**src/hw/rtl/rmt_pkg.sv**
```systemverilog
// Package for the range-minimum segment tree core.
// Holds the widths, codes, state enum and the structs shared between the
// top level and the tree walker. No dependencies.
package rmt_pkg;

   localparam int LEAVES      = 1024;
   localparam int POS_W       = 10;
   localparam int LEN_W       = 11;
   localparam int DATA_W      = 32;
   localparam int NODE_AW     = $clog2(LEAVES) + 1;
   localparam int NODE_DEPTH  = 2 * LEAVES;
   localparam int STACK_DEPTH = 16;
   localparam int STK_AW      = $clog2(STACK_DEPTH);
   localparam int SP_W        = STK_AW + 1;
   localparam int REQ_TDATA_W = 64;
   localparam int RSP_TDATA_W = 32;
   localparam int CSR_TDATA_W = 16;

   localparam logic signed [DATA_W-1:0] INT_MAX = 32'sh7FFF_FFFF;
   localparam logic [LEN_W-1:0] LEN_MAX = LEN_W'(LEAVES);
   localparam logic [LEN_W-1:0] LEN_MIN = LEN_W'(1);

   localparam logic OP_WRITE = 1'b0;
   localparam logic OP_QUERY = 1'b1;

   typedef enum logic [2:0] {
      ST_IDLE,
      ST_WR_DOWN,
      ST_WR_UP,
      ST_QRY,
      ST_FIN
   } walk_state_type;

   typedef struct packed {
      logic                     op;
      logic [POS_W-1:0]         position;
      logic signed [DATA_W-1:0] value;
      logic [POS_W-1:0]         range_low;
      logic [POS_W-1:0]         range_high;
   } walk_cmd_type;

   typedef struct packed {
      logic [NODE_AW-1:0] idx;
      logic [POS_W-1:0]   lo;
      logic [POS_W-1:0]   hi;
   } node_entry_type;

   typedef struct packed {
      logic               rd_en;
      logic [NODE_AW-1:0] rd_addr;
      logic               wr_en;
      logic [NODE_AW-1:0] wr_addr;
      logic [DATA_W-1:0]  wr_data;
   } mem_req_type;

   typedef struct packed {
      logic idle;
      logic done;
   } walk_status_type;

   typedef struct packed {
      logic signed [DATA_W-1:0] minimum;
      logic                     empty_range;
   } walk_result_type;

endpackage

```
**src/hw/rtl/rmt_walker.sv**
```systemverilog
// Tree walker: leaf write with path refresh, and range-minimum traversal.
// Uses rmt_pkg; drives the node memory through an rmt_pkg::mem_req_type port.
module rmt_walker (
   input  logic                           clock,
   input  logic                           reset,
   input  logic                           start,
   input  rmt_pkg::walk_cmd_type          cmd,
   input  logic [rmt_pkg::LEN_W-1:0]      used_length,
   input  logic                           out_free,
   output rmt_pkg::mem_req_type           mem_req,
   input  logic [rmt_pkg::DATA_W-1:0]     mem_rd_data,
   output rmt_pkg::walk_status_type       status,
   output rmt_pkg::walk_result_type       result
);

   import rmt_pkg::*;

   walk_state_type           state_ff, state_in;
   walk_cmd_type             cmd_ff, cmd_in;
   node_entry_type           cur_ff, cur_in;
   logic signed [DATA_W-1:0] acc_ff, acc_in;
   logic                     pend_ff, pend_in;
   logic                     empty_ff, empty_in;
   logic [SP_W-1:0]          sp_ff, sp_in;
   node_entry_type           stack_ff [STACK_DEPTH];

   logic                     push_en;
   node_entry_type           push_entry;
   logic [SP_W-1:0]          sp_dec;
   node_entry_type           top_entry;
   logic signed [DATA_W-1:0] rd_val;
   logic signed [DATA_W-1:0] fold;
   logic signed [DATA_W-1:0] up_min;
   logic [POS_W-1:0]         mid;
   logic [POS_W-1:0]         last_pos;
   logic [NODE_AW-1:0]       left_idx;
   logic [NODE_AW-1:0]       right_idx;
   logic [NODE_AW-1:0]       par_idx;
   logic                     covered;
   logic                     disjoint;
   logic                     qry_empty;
   logic                     done;

   function automatic logic [NODE_AW-1:0] sibling_of(input logic [NODE_AW-1:0] i);
      return i[0] ? NODE_AW'(i + 1'b1) : NODE_AW'(i - 1'b1);
   endfunction

   assign rd_val    = mem_rd_data;
   assign fold      = (pend_ff && (rd_val < acc_ff)) ? rd_val : acc_ff;
   assign up_min    = (rd_val < acc_ff) ? rd_val : acc_ff;
   assign mid       = POS_W'(({1'b0, cur_ff.lo} + {1'b0, cur_ff.hi}) >> 1);
   assign last_pos  = POS_W'(used_length - 1'b1);
   assign left_idx  = NODE_AW'({cur_ff.idx, 1'b0} + 1'b1);
   assign right_idx = NODE_AW'({cur_ff.idx, 1'b0} + 2'd2);
   assign par_idx   = NODE_AW'((cur_ff.idx - 1'b1) >> 1);
   assign covered   = (cur_ff.lo >= cmd_ff.range_low) && (cur_ff.hi <= cmd_ff.range_high);
   assign disjoint  = (cmd_ff.range_low > cur_ff.hi) || (cmd_ff.range_high < cur_ff.lo);
   assign qry_empty = (cmd.range_low > cmd.range_high)
                      || ({1'b0, cmd.range_low} >= used_length);
   assign sp_dec    = sp_ff - 1'b1;
   assign top_entry = stack_ff[sp_dec[STK_AW-1:0]];

   always_ff @(posedge clock) begin
      if (reset) begin
         state_ff <= ST_IDLE;
         pend_ff  <= 1'b0;
         sp_ff    <= '0;
      end else begin
         state_ff <= state_in;
         pend_ff  <= pend_in;
         sp_ff    <= sp_in;
      end
      cmd_ff   <= cmd_in;
      cur_ff   <= cur_in;
      acc_ff   <= acc_in;
      empty_ff <= empty_in;
      if (push_en) begin
         stack_ff[sp_ff[STK_AW-1:0]] <= push_entry;
      end
   end

   always_comb begin
      state_in   = state_ff;
      cmd_in     = cmd_ff;
      cur_in     = cur_ff;
      acc_in     = acc_ff;
      pend_in    = 1'b0;
      empty_in   = empty_ff;
      sp_in      = sp_ff;
      push_en    = 1'b0;
      push_entry = '{idx: right_idx, lo: POS_W'(mid + 1'b1), hi: cur_ff.hi};
      mem_req    = '0;
      done       = 1'b0;

      unique case (state_ff)
         ST_IDLE: begin
            if (start) begin
               cmd_in = cmd;
               acc_in = INT_MAX;
               cur_in = '{idx: '0, lo: '0, hi: last_pos};
               sp_in  = '0;
               if (cmd.op == OP_WRITE) begin
                  state_in = ST_WR_DOWN;
               end else if (qry_empty) begin
                  empty_in = 1'b1;
                  state_in = ST_FIN;
               end else begin
                  empty_in = 1'b0;
                  state_in = ST_QRY;
               end
            end
         end

         ST_WR_DOWN: begin
            priority if ({1'b0, cmd_ff.position} >= used_length) begin
               state_in = ST_IDLE;
            end else if (cur_ff.lo >= cur_ff.hi) begin
               mem_req.wr_en   = 1'b1;
               mem_req.wr_addr = cur_ff.idx;
               mem_req.wr_data = cmd_ff.value;
               acc_in          = cmd_ff.value;
               if (cur_ff.idx == '0) begin
                  state_in = ST_IDLE;
               end else begin
                  mem_req.rd_en   = 1'b1;
                  mem_req.rd_addr = sibling_of(cur_ff.idx);
                  state_in        = ST_WR_UP;
               end
            end else if (cmd_ff.position <= mid) begin
               cur_in = '{idx: left_idx, lo: cur_ff.lo, hi: mid};
            end else begin
               cur_in = '{idx: right_idx, lo: POS_W'(mid + 1'b1), hi: cur_ff.hi};
            end
         end

         ST_WR_UP: begin
            mem_req.wr_en   = 1'b1;
            mem_req.wr_addr = par_idx;
            mem_req.wr_data = up_min;
            acc_in          = up_min;
            cur_in.idx      = par_idx;
            if (par_idx == '0) begin
               state_in = ST_IDLE;
            end else begin
               mem_req.rd_en   = 1'b1;
               mem_req.rd_addr = sibling_of(par_idx);
            end
         end

         ST_QRY: begin
            acc_in = fold;
            if (covered || disjoint || (cur_ff.lo >= cur_ff.hi)) begin
               if (covered) begin
                  mem_req.rd_en   = 1'b1;
                  mem_req.rd_addr = cur_ff.idx;
                  pend_in         = 1'b1;
               end
               if (sp_ff == '0) begin
                  state_in = ST_FIN;
               end else begin
                  cur_in = top_entry;
                  sp_in  = sp_dec;
               end
            end else begin
               push_en = 1'b1;
               sp_in   = SP_W'(sp_ff + 1'b1);
               cur_in  = '{idx: left_idx, lo: cur_ff.lo, hi: mid};
            end
         end

         ST_FIN: begin
            acc_in = fold;
            if (out_free) begin
               done     = 1'b1;
               state_in = ST_IDLE;
            end
         end

         default: begin
            state_in = ST_IDLE;
         end
      endcase
   end

   assign status.idle          = (state_ff == ST_IDLE);
   assign status.done          = done;
   assign result.minimum       = fold;
   assign result.empty_range   = empty_ff;

endmodule

```
**config.mk**
```make
export PLATFORM = sky130hd
export DESIGN_NAME = rmt_walker
export DESIGN_NICKNAME = d
export VERILOG_FILES = /design/src/hw/rtl/rmt_pkg.sv /design/src/hw/rtl/rmt_walker.sv
export SDC_FILE = /design/constraint.sdc
export NUM_CORES = 1
export LEC_CHECK = 0
export BUFFER_PORTS_ARGS = -buffer_cell sky130_fd_sc_hd__clkbuf_2
export CAP_MARGIN = 20
export CORE_MARGIN = 2
export CORE_UTILIZATION = 40
export CTS_CLUSTER_DIAMETER = 50
export DETAILED_ROUTE_END_ITERATION = 12
export GPL_ROUTABILITY_DRIVEN = 0
export HOLD_SLACK_MARGIN = 0.03
export SYNTH_ARGS = -nofsm -noshare
export SYNTH_HDL_FRONTEND = slang
export SYNTH_SLANG_ARGS = --single-unit
```
**constraint.sdc**
```tcl
create_clock -name clock -period 11.8 [get_ports clock]
set_input_delay 0.59 -clock clock [delete_from_list [all_inputs] [get_ports clock]]
set_output_delay 0.59 -clock clock [all_outputs]
set_load 0.05 [all_outputs]
```
==> run metrics, run 1 <==
outcome finished clean; number of storage elements in the synthesis netlist about 620; leading cell type by number of instances after synthesis sky130_fd_sc_hd__edfxtp_1; worst max-slew margin expressed relative to the limit 26.28%; Cell Pwr Density a little under 300 nW/um^2; final standard cell utilization of the core between 40% and 50%; maximum fanout count along the critical path 26; Post-Route Setup TNS 0 ns; register-to-register path setup slack around 6.3 ns; startpoint type of the worst setup path flop; total die area just under 80000 sq um; Finished Layout Cells 3369; maximum number of pins on one net before global-route repair 65; Avg Inst Size Synth roughly 14 sq um; total number of nets in the final design about 2600; type of the worst min-delay path input port to flop; detail-routed via count per cell roughly 5.8; number of instances resized during post-cts repair 0; antenna viol nets, final 0; static leakage between 10 and 15 nW; die extent in x between 200 and 300 um; Yosys top cell area share about three fifths; first-pass GRT wire length 122100 um; H-tree levels 3; library cell occupying the most area in the post-synthesis netlist sky130_fd_sc_hd__edfxtp_1; synth top area cells sky130_fd_sc_hd__edfxtp_1, sky130_fd_sc_hd__mux4_2, sky130_fd_sc_hd__ha_1; Setup WS pre-CTS 6.348 ns; total core area ~76000 sq um; area growth from synthesis to layout 14.90%; transition time at the pin with the least slew margin between 1 and 1.5 ns; Syn Inst Count roughly 2100; GR Util All Layers about a fifth; count of vias placed by the detailed router a little under 20000; max-cap viol count 0; starting utilization of the core area ~40%; Worst Path Class, Setup flop to output port; post-layout minimum cycle time 5.659 ns; fraction of the yosys area taken by sequential cells between 60% and 70%; clock tree from TritonCTS yes; vertical die dimension ~280 um; number of iterations in the first detailed-routing pass 7; overall routed net length 81430 um; antenna diode count 0; Detailed Route Iter0 Violations around 1600; yosys synthesis warning count 0; number of antenna violations at the first check in global routing 0; minimum hold slack 0.1554 ns; crit path capture type output port; Final Hold Fails 0; share of post-route cells with drive strength above 1 approximately 23%; RSZ-0062 raised after global routing no; Avg WL per Cell 24.17 um; Worst-path clk slew 0.06 ns; Placed Area about 33000 sq um; number of I/O port buffers 200; predominant post-synthesis flop cell sky130_fd_sc_hd__edfxtp_1; synthesized area 30630 sq um; Clock Sinks 615; DRC violation count after routing 0; clock buffer count from CTS 69; Post-synth EDFFs 606; site row count ~100; maximum vdd ir drop 0.0002563 V; post-synthesis async set-or-reset flop share 0%; Mapped Nets between 2000 and 2500; cell at the root of the clock tree sky130_fd_sc_hd__clkbuf_16; min setup slack post-route between 6 and 7 ns; Slew Limit Fails 0; dpl cells 3243; buffers inserted by post-CTS timing repair 0; Max Fclk between 150 and 200 MHz; grt total ovfl 0; area of all placed cells without fillers 35190 sq um; via count of the first global-routing pass approximately 20000; Fin Clk Skew ~0.022 ns; layout filler cell count between 6000 and 7000; Clock Path Buffers 3; arrival time of data at the critical path endpoint about 5.1 ns; Final period util between 40 and 50%; distinct cell type count after synthesis 91; CTS Hold Bufs 0; Post-synth top cells sky130_fd_sc_hd__edfxtp_1, sky130_fd_sc_hd__inv_1, sky130_fd_sc_hd__ha_1; clock latency reported for the late side of the worst-skew pair 0.61 ns; critical path data required time 11.21 ns; overall power 10.40 mW; placed wire-length estimate after detailed placement 51680 um; IO Pins 201; Setup-failing EPs final 0
## area by class of cell
| type | count | area, sq um | area share (%) |
|---|---|---|---|
| clock buffer | 78 | 1760 | 5.002 |
| tap | 978 | 1224 | 3.477 |
| inverter | 171 | 641.9 | 1.824 |
| sequential | 615 | 18380 | 52.23 |
| multi-input combinational | 1231 | 11220 | 31.87 |
| clock inverter | 43 | 550.5 | 1.564 |
| timing repair buffer | 253 | 1419 | 4.032 |
## per-layer routing
metal | GRT usage, % | up-vias | share of wire [%]
met1 | 26.80 | 9942 | 42
li1 | - | 8706 | -
met4 | 4.923 | 0 | 1.8
met2 | 35.51 | 713 | 50
met3 | 3.641 | 112 | 6.5
met5 | 0 | - | 0
## path summary, 6_finish.rpt
path,end,cells after the start,start
worst max-delay path,mem_req[53],13,cur_ff[20]
worst max register to register,cur_ff[10],16,cur_ff[1]
worst min register to register,sp_ff[4],2,sp_ff[4]
worst min-delay path,cmd_ff[49],1,cmd[49]
## sequential cells by signal, summed over array words and instances (netlist names)
register / cells
cur_ff: 31
stack_ff: 480
state_ff: 3
sp_ff: 5
pend_ff: 1
cmd_ff: 62
acc_ff: 32
empty_ff: 1
## cell usage in the layout, fill, tap and decap left out, types with 10 or more instances in the layout
| cell | n |
|---|---|
| sky130_fd_sc_hd__bufinv_16 | 11 |
| sky130_fd_sc_hd__clkbuf_2 | 200 |
| sky130_fd_sc_hd__a2111oi_0 | 14 |
| sky130_fd_sc_hd__nor2_1 | 120 |
| sky130_fd_sc_hd__xor2_1 | 16 |
| sky130_fd_sc_hd__edfxtp_1 | 606 |
| sky130_fd_sc_hd__o21ai_0 | 71 |
| sky130_fd_sc_hd__a211oi_1 | 35 |
| sky130_fd_sc_hd__mux4_2 | 128 |
| sky130_fd_sc_hd__and3_2 | 16 |
| sky130_fd_sc_hd__buf_4 | 52 |
| sky130_fd_sc_hd__nand4_1 | 16 |
| sky130_fd_sc_hd__nor2b_1 | 33 |
| sky130_fd_sc_hd__nand2b_1 | 18 |
| sky130_fd_sc_hd__o21a_1 | 15 |
| sky130_fd_sc_hd__nor3_1 | 32 |
| sky130_fd_sc_hd__mux2i_1 | 89 |
| sky130_fd_sc_hd__a21o_1 | 88 |
| sky130_fd_sc_hd__xnor2_1 | 26 |
| sky130_fd_sc_hd__a31oi_1 | 10 |
| sky130_fd_sc_hd__clkinv_1 | 10 |
| sky130_fd_sc_hd__nand3_1 | 24 |
| sky130_fd_sc_hd__nand2_1 | 48 |
| sky130_fd_sc_hd__clkbuf_16 | 69 |
| sky130_fd_sc_hd__inv_1 | 168 |
| sky130_fd_sc_hd__a21oi_1 | 100 |
| sky130_fd_sc_hd__a22o_1 | 10 |
| sky130_fd_sc_hd__ha_1 | 149 |
## worst max-delay path: stages, from the launching register on
cell and delay [ns]:
sky130_fd_sc_hd__edfxtp_1 0.66, sky130_fd_sc_hd__inv_2 0.48, sky130_fd_sc_hd__ha_1 0.35, sky130_fd_sc_hd__or3b_2 0.48, sky130_fd_sc_hd__nor4_2 0.64, sky130_fd_sc_hd__nor2_4 0.11, sky130_fd_sc_hd__inv_1 0.12, sky130_fd_sc_hd__ha_1 0.24
sky130_fd_sc_hd__inv_1 0.14, sky130_fd_sc_hd__nor3_1 0.07, sky130_fd_sc_hd__a2111oi_0 0.41, sky130_fd_sc_hd__nand3_1 0.16, sky130_fd_sc_hd__a221o_1 0.34, sky130_fd_sc_hd__clkbuf_2 0.25
## logic make-up (layout without fill, tap and decap cells)
family | after synthesis | in the layout | share of synthesized area, %
flip-flops | 615 | 615 | 60.00
AO/OA/AOI/OAI | 445 | 445 | 10.17
AND/OR/NAND/NOR | 369 | 369 | 6.172
buffers and inverters | 273 | 545 | 3.672
multiplexers | 221 | 221 | 12.47
adder cells (fa/ha/maj) | 152 | 152 | 6.258
XOR/XNOR | 44 | 44 | 1.258
## power breakdown
group	internal, mW	total, mW	leakage (nW)	switching, mW
registers	3.29	3.58	5.59	0.292
logic	1.46	4.63	6.34	3.17
clock network	1.32	2.19	1.12	0.871
Power figures use the tool's default switching activity.
==> run 2: changes to the inputs <==
Clock period 11.8 ns to 5.65 ns, I/O delays scaled along.
==> run 2 against run 1 <==
Power grew 110%. Design area grew 2.8%. Routed wire length grew 2.1%. Critical path depth is the same. Sequential share of layout area shrank 1.4 points. Setup slack lost 5.7 ns. Combinational power grew 110%. Register-to-register slack lost 5.8 ns. Clock skew grew 0.014 ns. Via count grew 2.3%. Final cell count grew 2.6%. Core utilization grew 1.3 points.
==> run metrics, run 2 (synthesized netlist as in run 1, its figures left out) <==
number of antenna violations at the first check in global routing 2 (was 0); Final Hold Fails 0 (unchanged); type of the worst min-delay path input port to flop (unchanged); CP Launch Point cur_ff[20] (unchanged); crit path capture type output port (unchanged); number of instances resized during post-cts repair 0 (unchanged); H-tree levels 3 (unchanged); outcome finished clean (unchanged); critical path data required time 5.37 ns (was 11.21 ns); overall power 22.01 mW (was 10.40 mW); maximum fanout count along the critical path 32 (was 26); first-pass GRT wire length 123800 um (was 122100 um); worst max-slew margin expressed relative to the limit 22.59% (was 26.28%); maximum number of pins on one net before global-route repair 108 (was 65); Setup-failing EPs final 0 (unchanged); sw power 9.253 mW (was 4.330 mW); area growth from synthesis to layout 18.08% (was 14.90%); area of all placed cells without fillers 36170 sq um (was 35190 sq um); number of I/O port buffers 200 (unchanged); Clock Power Share 21.4% (was 21.1%); transition time at the pin with the least slew margin 1.158 ns (was 1.102 ns); commonest cells after routing, fill and taps aside sky130_fd_sc_hd__edfxtp_1, sky130_fd_sc_hd__clkbuf_2, sky130_fd_sc_hd__inv_1 (unchanged); GR Util All Layers 20.88% (was 20.52%); Placed Area 33060 sq um (was 32850 sq um); Worst-path clk slew 0.06 ns (about the same); buffers inserted by post-CTS timing repair 0 (unchanged); clock latency reported for the late side of the worst-skew pair 0.63 ns (was 0.61 ns); met2 WL post-DR 40490 um (was 40550 um); number of iterations in the first detailed-routing pass 6 (was 7); Clock Path Buffers 3 (unchanged); max-cap viol count 0 (unchanged); Worst Path Class, Setup flop to output port (unchanged); Cell Pwr Density 608.5 nW/um^2 (was 295.6 nW/um^2); Post-Route Setup TNS 0 ns (unchanged); Slew Limit Fails 0 (unchanged); reg-to-reg startpoint cur_ff[2] (was cur_ff[1]); grt total ovfl 0 (unchanged); Finished Layout Cells 3458 (was 3369); Avg WL per Cell 24.05 um (was 24.17 um); cell at the root of the clock tree sky130_fd_sc_hd__clkbuf_16 (unchanged); static leakage 13.48 nW (was 13.05 nW); most common library cell in the layout ignoring fill and taps sky130_fd_sc_hd__edfxtp_1 (unchanged); maximum vdd ir drop 0.0003794 V (was 0.0002563 V); Fin Clk Skew 0.03575 ns (was 0.02174 ns); DRC violation count after routing 0 (unchanged); register-to-register path setup slack 0.55 ns (was 6.30 ns); Reg power frac 33.6% (was 34.4%); portion of total power attributed to combinational logic 45.0% (was 44.5%); clock buffer count from CTS 73 (was 69); total core area 75820 sq um (unchanged); met3 wire length 5918 um (was 5279 um); total die area 78800 sq um (unchanged); Final period util around 90%; Worst setup endpoint mem_req[54] (was mem_req[53]); flip-flop count of the largest register after layout 480 (unchanged); depth of the worst register-to-register path 16 (unchanged); Detailed Route Iter0 Violations 1778 (was 1593); antenna viol nets, final 0 (unchanged); Switching Fraction 42.05% (was 41.62%); Clock Sinks 615 (unchanged); site row count 101 (unchanged); internal power 12.75 mW (was 6.074 mW); CTS Hold Bufs 64 (was 0); wl on met1 34530 um (was 34100 um); Max Fclk 193.2 MHz; total number of nets in the final design 2687 (was 2603); IO Pins 201 (unchanged); via count of the first global-routing pass 20209 (was 19783); post-layout minimum cycle time 5.176 ns; placed wire-length estimate after detailed placement 53030 um (was 51680 um); count of vias placed by the detailed router 19916 (was 19473); overall routed net length 83170 um (was 81430 um); highest metal used met5 (was met4); share of post-route cells with drive strength above 1 23.19% (was 22.79%); FF-to-FF End cur_ff[11] (was cur_ff[10]); dpl cells 3261 (was 3243); vertical die dimension 280.7 um (unchanged); starting utilization of the core area 40.40% (unchanged); startpoint type of the worst setup path flop (unchanged); detail-routed via count per cell 5.759 (was 5.780); arrival time of data at the critical path endpoint 4.89 ns (was 5.07 ns); clock tree from TritonCTS yes (unchanged); die extent in x 280.7 um (unchanged); RSZ-0062 raised after global routing no (unchanged)
run 2: changes by cell type in the layout (fill, tap and decap cells not counted), moves of 3 or more:
cell,change
sky130_fd_sc_hd__clkbuf_16,+4
sky130_fd_sc_hd__dlygate4sd3_1,+64
sky130_fd_sc_hd__clkinv_1,-3
sky130_fd_sc_hd__clkinv_2,+4
sky130_fd_sc_hd__buf_4,+8
sky130_fd_sc_hd__buf_12,+6
sky130_fd_sc_hd__bufinv_16,-4
sky130_fd_sc_hd__inv_8,+3
sky130_fd_sc_hd__clkinvlp_4,+3
run 2: routing by layer:
metal,vias to the layer above,global-route usage [%]
met1,10074,27.44
li1,8888,-
met2,808,35.12
met4,2,6.828
met5,-,0
met3,144,3.699
run 2: how the worst min path moves through the flow:
| stage | cells after the start | to | startpoint |
|---|---|---|---|
| floorplan | 0 | cmd_ff[0] | cmd[0] |
| global placement | 1 | cmd_ff[46] | cmd[46] |
| detailed placement | 1 | cmd_ff[35] | cmd[35] |
| CTS | 2 | empty_ff | start |
| global route | 2 | empty_ff | start |
| finish | 2 | empty_ff | start |
run 2: area by class of cell:
cell class / count / area [sq um]
repair buffers: 333 / 2265
inverters: 171 / 641.9
well taps: 978 / 1224
fillers: 6518 / 39650
multi-input cells: 1231 / 11240
clock buffers: 80 / 1853
diodes: 1 / 2.502
flip-flops and latches: 615 / 18380
clock inverters: 49 / 565.5
run 2: power groups by stage:
stage / registers, mW / logic (mW) / clock network [mW]
2_1_floorplan: 7.23 / 6.74 / 0
6_report: 7.39 / 9.90 / 4.71
3_5_place_dp: 7.47 / 9.71 / 0
5_1_grt: 7.45 / 10.7 / 4.98
3_3_place_gp: 7.45 / 9.46 / 0
4_1_cts: 7.38 / 9.80 / 4.80
run 2: per-stage QoR:
stage,worst slack (ns),hold WS (ns),utilization (%)
6_report,0.4740,0.08501,47.70
5_1_grt,0.1939,0.08970,47.70
4_1_cts,0.5085,0.06165,47.63
3_5_place_dp,0.6312,0.4611,43.60
3_3_place_gp,0.8758,0.4619,43.57
2_1_floorplan,1.107,0.3814,-
run 2: worst max-delay path, stage by stage (launching register included):
cell	delay (ns)
sky130_fd_sc_hd__edfxtp_1	0.40
sky130_fd_sc_hd__inv_2	0.41
sky130_fd_sc_hd__ha_1	0.94
sky130_fd_sc_hd__inv_1	0.37
sky130_fd_sc_hd__ha_1	0.30
sky130_fd_sc_hd__o21a_1	0.17
sky130_fd_sc_hd__o21ai_0	0.22
sky130_fd_sc_hd__a21oi_1	0.13
sky130_fd_sc_hd__o21ai_0	0.24
sky130_fd_sc_hd__a21oi_1	0.14
sky130_fd_sc_hd__o41ai_1	0.39
sky130_fd_sc_hd__xnor2_1	0.11
sky130_fd_sc_hd__o21ai_0	0.15
sky130_fd_sc_hd__clkbuf_2	0.30
==> run 3: changes to the inputs <==
Settings changed: BUFFER_PORTS_ARGS -buffer_cell sky130_fd_sc_hd__clkbuf_2 to -buffer_cell sky130_fd_sc_hd__buf_2.
==> run 3 against run 2 <==
Power shrank 0.52%. Combinational power down 0.7%. First-iteration DRC count down 3.1%. Via count is 0.43% lower. Sequential share of layout area down 0.088 points. Routed wire length fell by 0.64%. Critical path depth did not move. Flip-flop and latch count did not move. Global-route usage down 0.14 points. Fmax down 1.2%. Core utilization up 0.082 points. Clock skew increased by 0.0019 ns.
==> run metrics, run 3 (synthesized netlist as in run 1, its figures left out) <==
Final period util 92.71% (was 91.61%); met1 GRT Util 27.57% (was 27.44%); Worst-path clk slew 0.05 ns (was 0.06 ns); Clock Path Buffers 3 (unchanged); first-pass GRT wire length 123800 um (about the same); met3 demand-to-capacity share in global routing 3.375% (was 3.699%); flip-flop count of the largest register after layout 480 (unchanged); Cell Pwr Density 604.3 nW/um^2 (was 608.5 nW/um^2); post-layout minimum cycle time 5.238 ns (was 5.176 ns); number of I/O port buffers 200 (unchanged); number of instances resized during post-cts repair 0 (unchanged); Worst Path Class, Setup flop to output port (unchanged); worst max-slew margin expressed relative to the limit 25.37% (was 22.59%); commonest cells after routing, fill and taps aside sky130_fd_sc_hd__edfxtp_1, sky130_fd_sc_hd__buf_2, sky130_fd_sc_hd__inv_1 (was sky130_fd_sc_hd__edfxtp_1, sky130_fd_sc_hd__clkbuf_2, sky130_fd_sc_hd__inv_1); total core area 75820 sq um (unchanged); share of post-route cells with drive strength above 1 22.99% (was 23.19%); met2 Usage GRT 35.01% (was 35.12%); IO Pins 201 (unchanged); GRT busiest layer met2 (unchanged); Detailed Route Iter0 Violations 1722 (was 1778); Final Hold Fails 0 (unchanged); maximum fanout count along the critical path 26 (was 32); overall routed net length 82630 um (was 83170 um); DRC violation count after routing 0 (unchanged); final standard cell utilization of the core 47.78% (was 47.70%); critical path data required time 5.37 ns (about the same); crit path capture type output port (unchanged); Avg WL per Cell 23.90 um (was 24.05 um); transition time at the pin with the least slew margin 1.091 ns (was 1.158 ns); layout filler cell count 6423 (was 6518); detail-routed via count per cell 5.735 (was 5.759); H-tree levels 3 (unchanged); Fin Clk Skew 0.03761 ns (was 0.03575 ns); starting utilization of the core area 40.40% (unchanged); cell at the root of the clock tree sky130_fd_sc_hd__clkbuf_16 (unchanged); Clock Sinks 615 (unchanged); max-cap viol count 0 (unchanged); GR Util All Layers 20.75% (was 20.88%); dpl cells 3257 (was 3261); count of vias placed by the detailed router 19830 (was 19916); sequential cell area 18380 sq um (unchanged); arrival time of data at the critical path endpoint 4.96 ns (was 4.89 ns); Slew Limit Fails 0 (unchanged); antenna viol nets, final 0 (unchanged); startpoint type of the worst setup path flop (unchanged); area growth from synthesis to layout 18.29% (was 18.08%); type of the worst min-delay path input port to flop (unchanged); RSZ-0062 raised after global routing no (unchanged); number of iterations in the first detailed-routing pass 7 (was 6); placed wire-length estimate after detailed placement 53320 um (was 53030 um); Finished Layout Cells 3458 (unchanged); Max Fclk 190.9 MHz (was 193.2 MHz); outcome finished clean (unchanged); vertical die dimension 280.7 um (unchanged); static leakage 13.46 nW (was 13.48 nW); total number of nets in the final design 2684 (was 2687); most common library cell in the layout ignoring fill and taps sky130_fd_sc_hd__edfxtp_1 (unchanged); die extent in x 280.7 um (unchanged); total area of multi-input combinational cells 11220 sq um (was 11240 sq um); via count of the first global-routing pass 20156 (was 20209); clock tree from TritonCTS yes (unchanged); total die area 78800 sq um (unchanged); grt total ovfl 0 (unchanged); Setup-failing EPs final 0 (unchanged); site row count 101 (unchanged); number of antenna violations at the first check in global routing 2 (unchanged); maximum vdd ir drop 0.0004099 V (was 0.0003794 V); clock buffer count from CTS 73 (unchanged); clock latency reported for the late side of the worst-skew pair 0.64 ns (was 0.63 ns); Post-Route Setup TNS 0 ns (unchanged); maximum number of pins on one net before global-route repair 108 (unchanged)
[run 3: cell count changes in the layout (fill, tap and decap cells not counted), sizes merged]
cell,before,now
clkinvlp,5,7
buf,68,265
clkinv,27,31
clkbuf,281,81
bufinv,7,4
dlygate4sd3,64,65
inv,181,180
[run 3: worst paths after layout]
path	startpoint	end	slack, ns	cells past startpoint
max	cur_ff[20]	mem_req[53]	0.41	13
min	start	empty_ff	0.06	2
max reg2reg	cur_ff[2]	cur_ff[17]	0.62	14
min reg2reg	sp_ff[4]	sp_ff[4]	0.63	2
[run 3: per-stage QoR]
stage	total power, mW	setup WS, ns	instance area (sq um)	hold WS, ns
floorplan	13.97	1.107	30630	0.3814
global placement	16.90	0.8976	33110	0.4612
detailed placement	17.15	0.6662	33130	0.4606
CTS	21.89	0.3976	36190	0.03252
global route	23.05	0.03744	36230	0.06577
finish	21.89	0.4118	36230	0.06255
[run 3: critical path: stages, from the launching register on]
cell and delay [ns]:
sky130_fd_sc_hd__edfxtp_1 0.67, sky130_fd_sc_hd__inv_2 0.48, sky130_fd_sc_hd__ha_1 0.34, sky130_fd_sc_hd__or3b_2 0.47
sky130_fd_sc_hd__nor4_2 0.61, sky130_fd_sc_hd__nor2_4 0.12, sky130_fd_sc_hd__inv_1 0.11, sky130_fd_sc_hd__ha_1 0.25
sky130_fd_sc_hd__inv_1 0.14, sky130_fd_sc_hd__nor3_1 0.07, sky130_fd_sc_hd__a2111oi_0 0.41, sky130_fd_sc_hd__nand3_1 0.14
sky130_fd_sc_hd__a221o_1 0.30, sky130_fd_sc_hd__buf_2 0.21
[run 3: timing repair]
item | CTS | global route
hold endpoints to repair | 68 | 0
setup buffers | 0 | 0
hold buffers | 65 | 0
[run 3: final cells by class]
class / instances / share of cell area (%)
flip-flops and latches: 615 / 50.73
multi-input cells: 1231 / 30.98
repair buffers: 330 / 6.458
clock buffers: 81 / 5.125
well taps: 978 / 3.377
inverters: 171 / 1.772
clock inverters: 51 / 1.547
diodes: 1 / 0.006907
[run 3: power breakdown]
part	switching (mW)	total (mW)	leakage [nW]	internal [mW]
sequential	0.551	7.42	5.59	6.87
combinational	6.68	9.83	6.72	3.15
clock	2.02	4.65	1.16	2.63
[run 3: routing by layer]
layer / share of wire [%] / vias to the layer above
met5: 0.035 / -
met4: 2.4 / 4
met3: 6.9 / 141
met2: 49 / 724
met1: 42 / 10080
li1: - / 8881
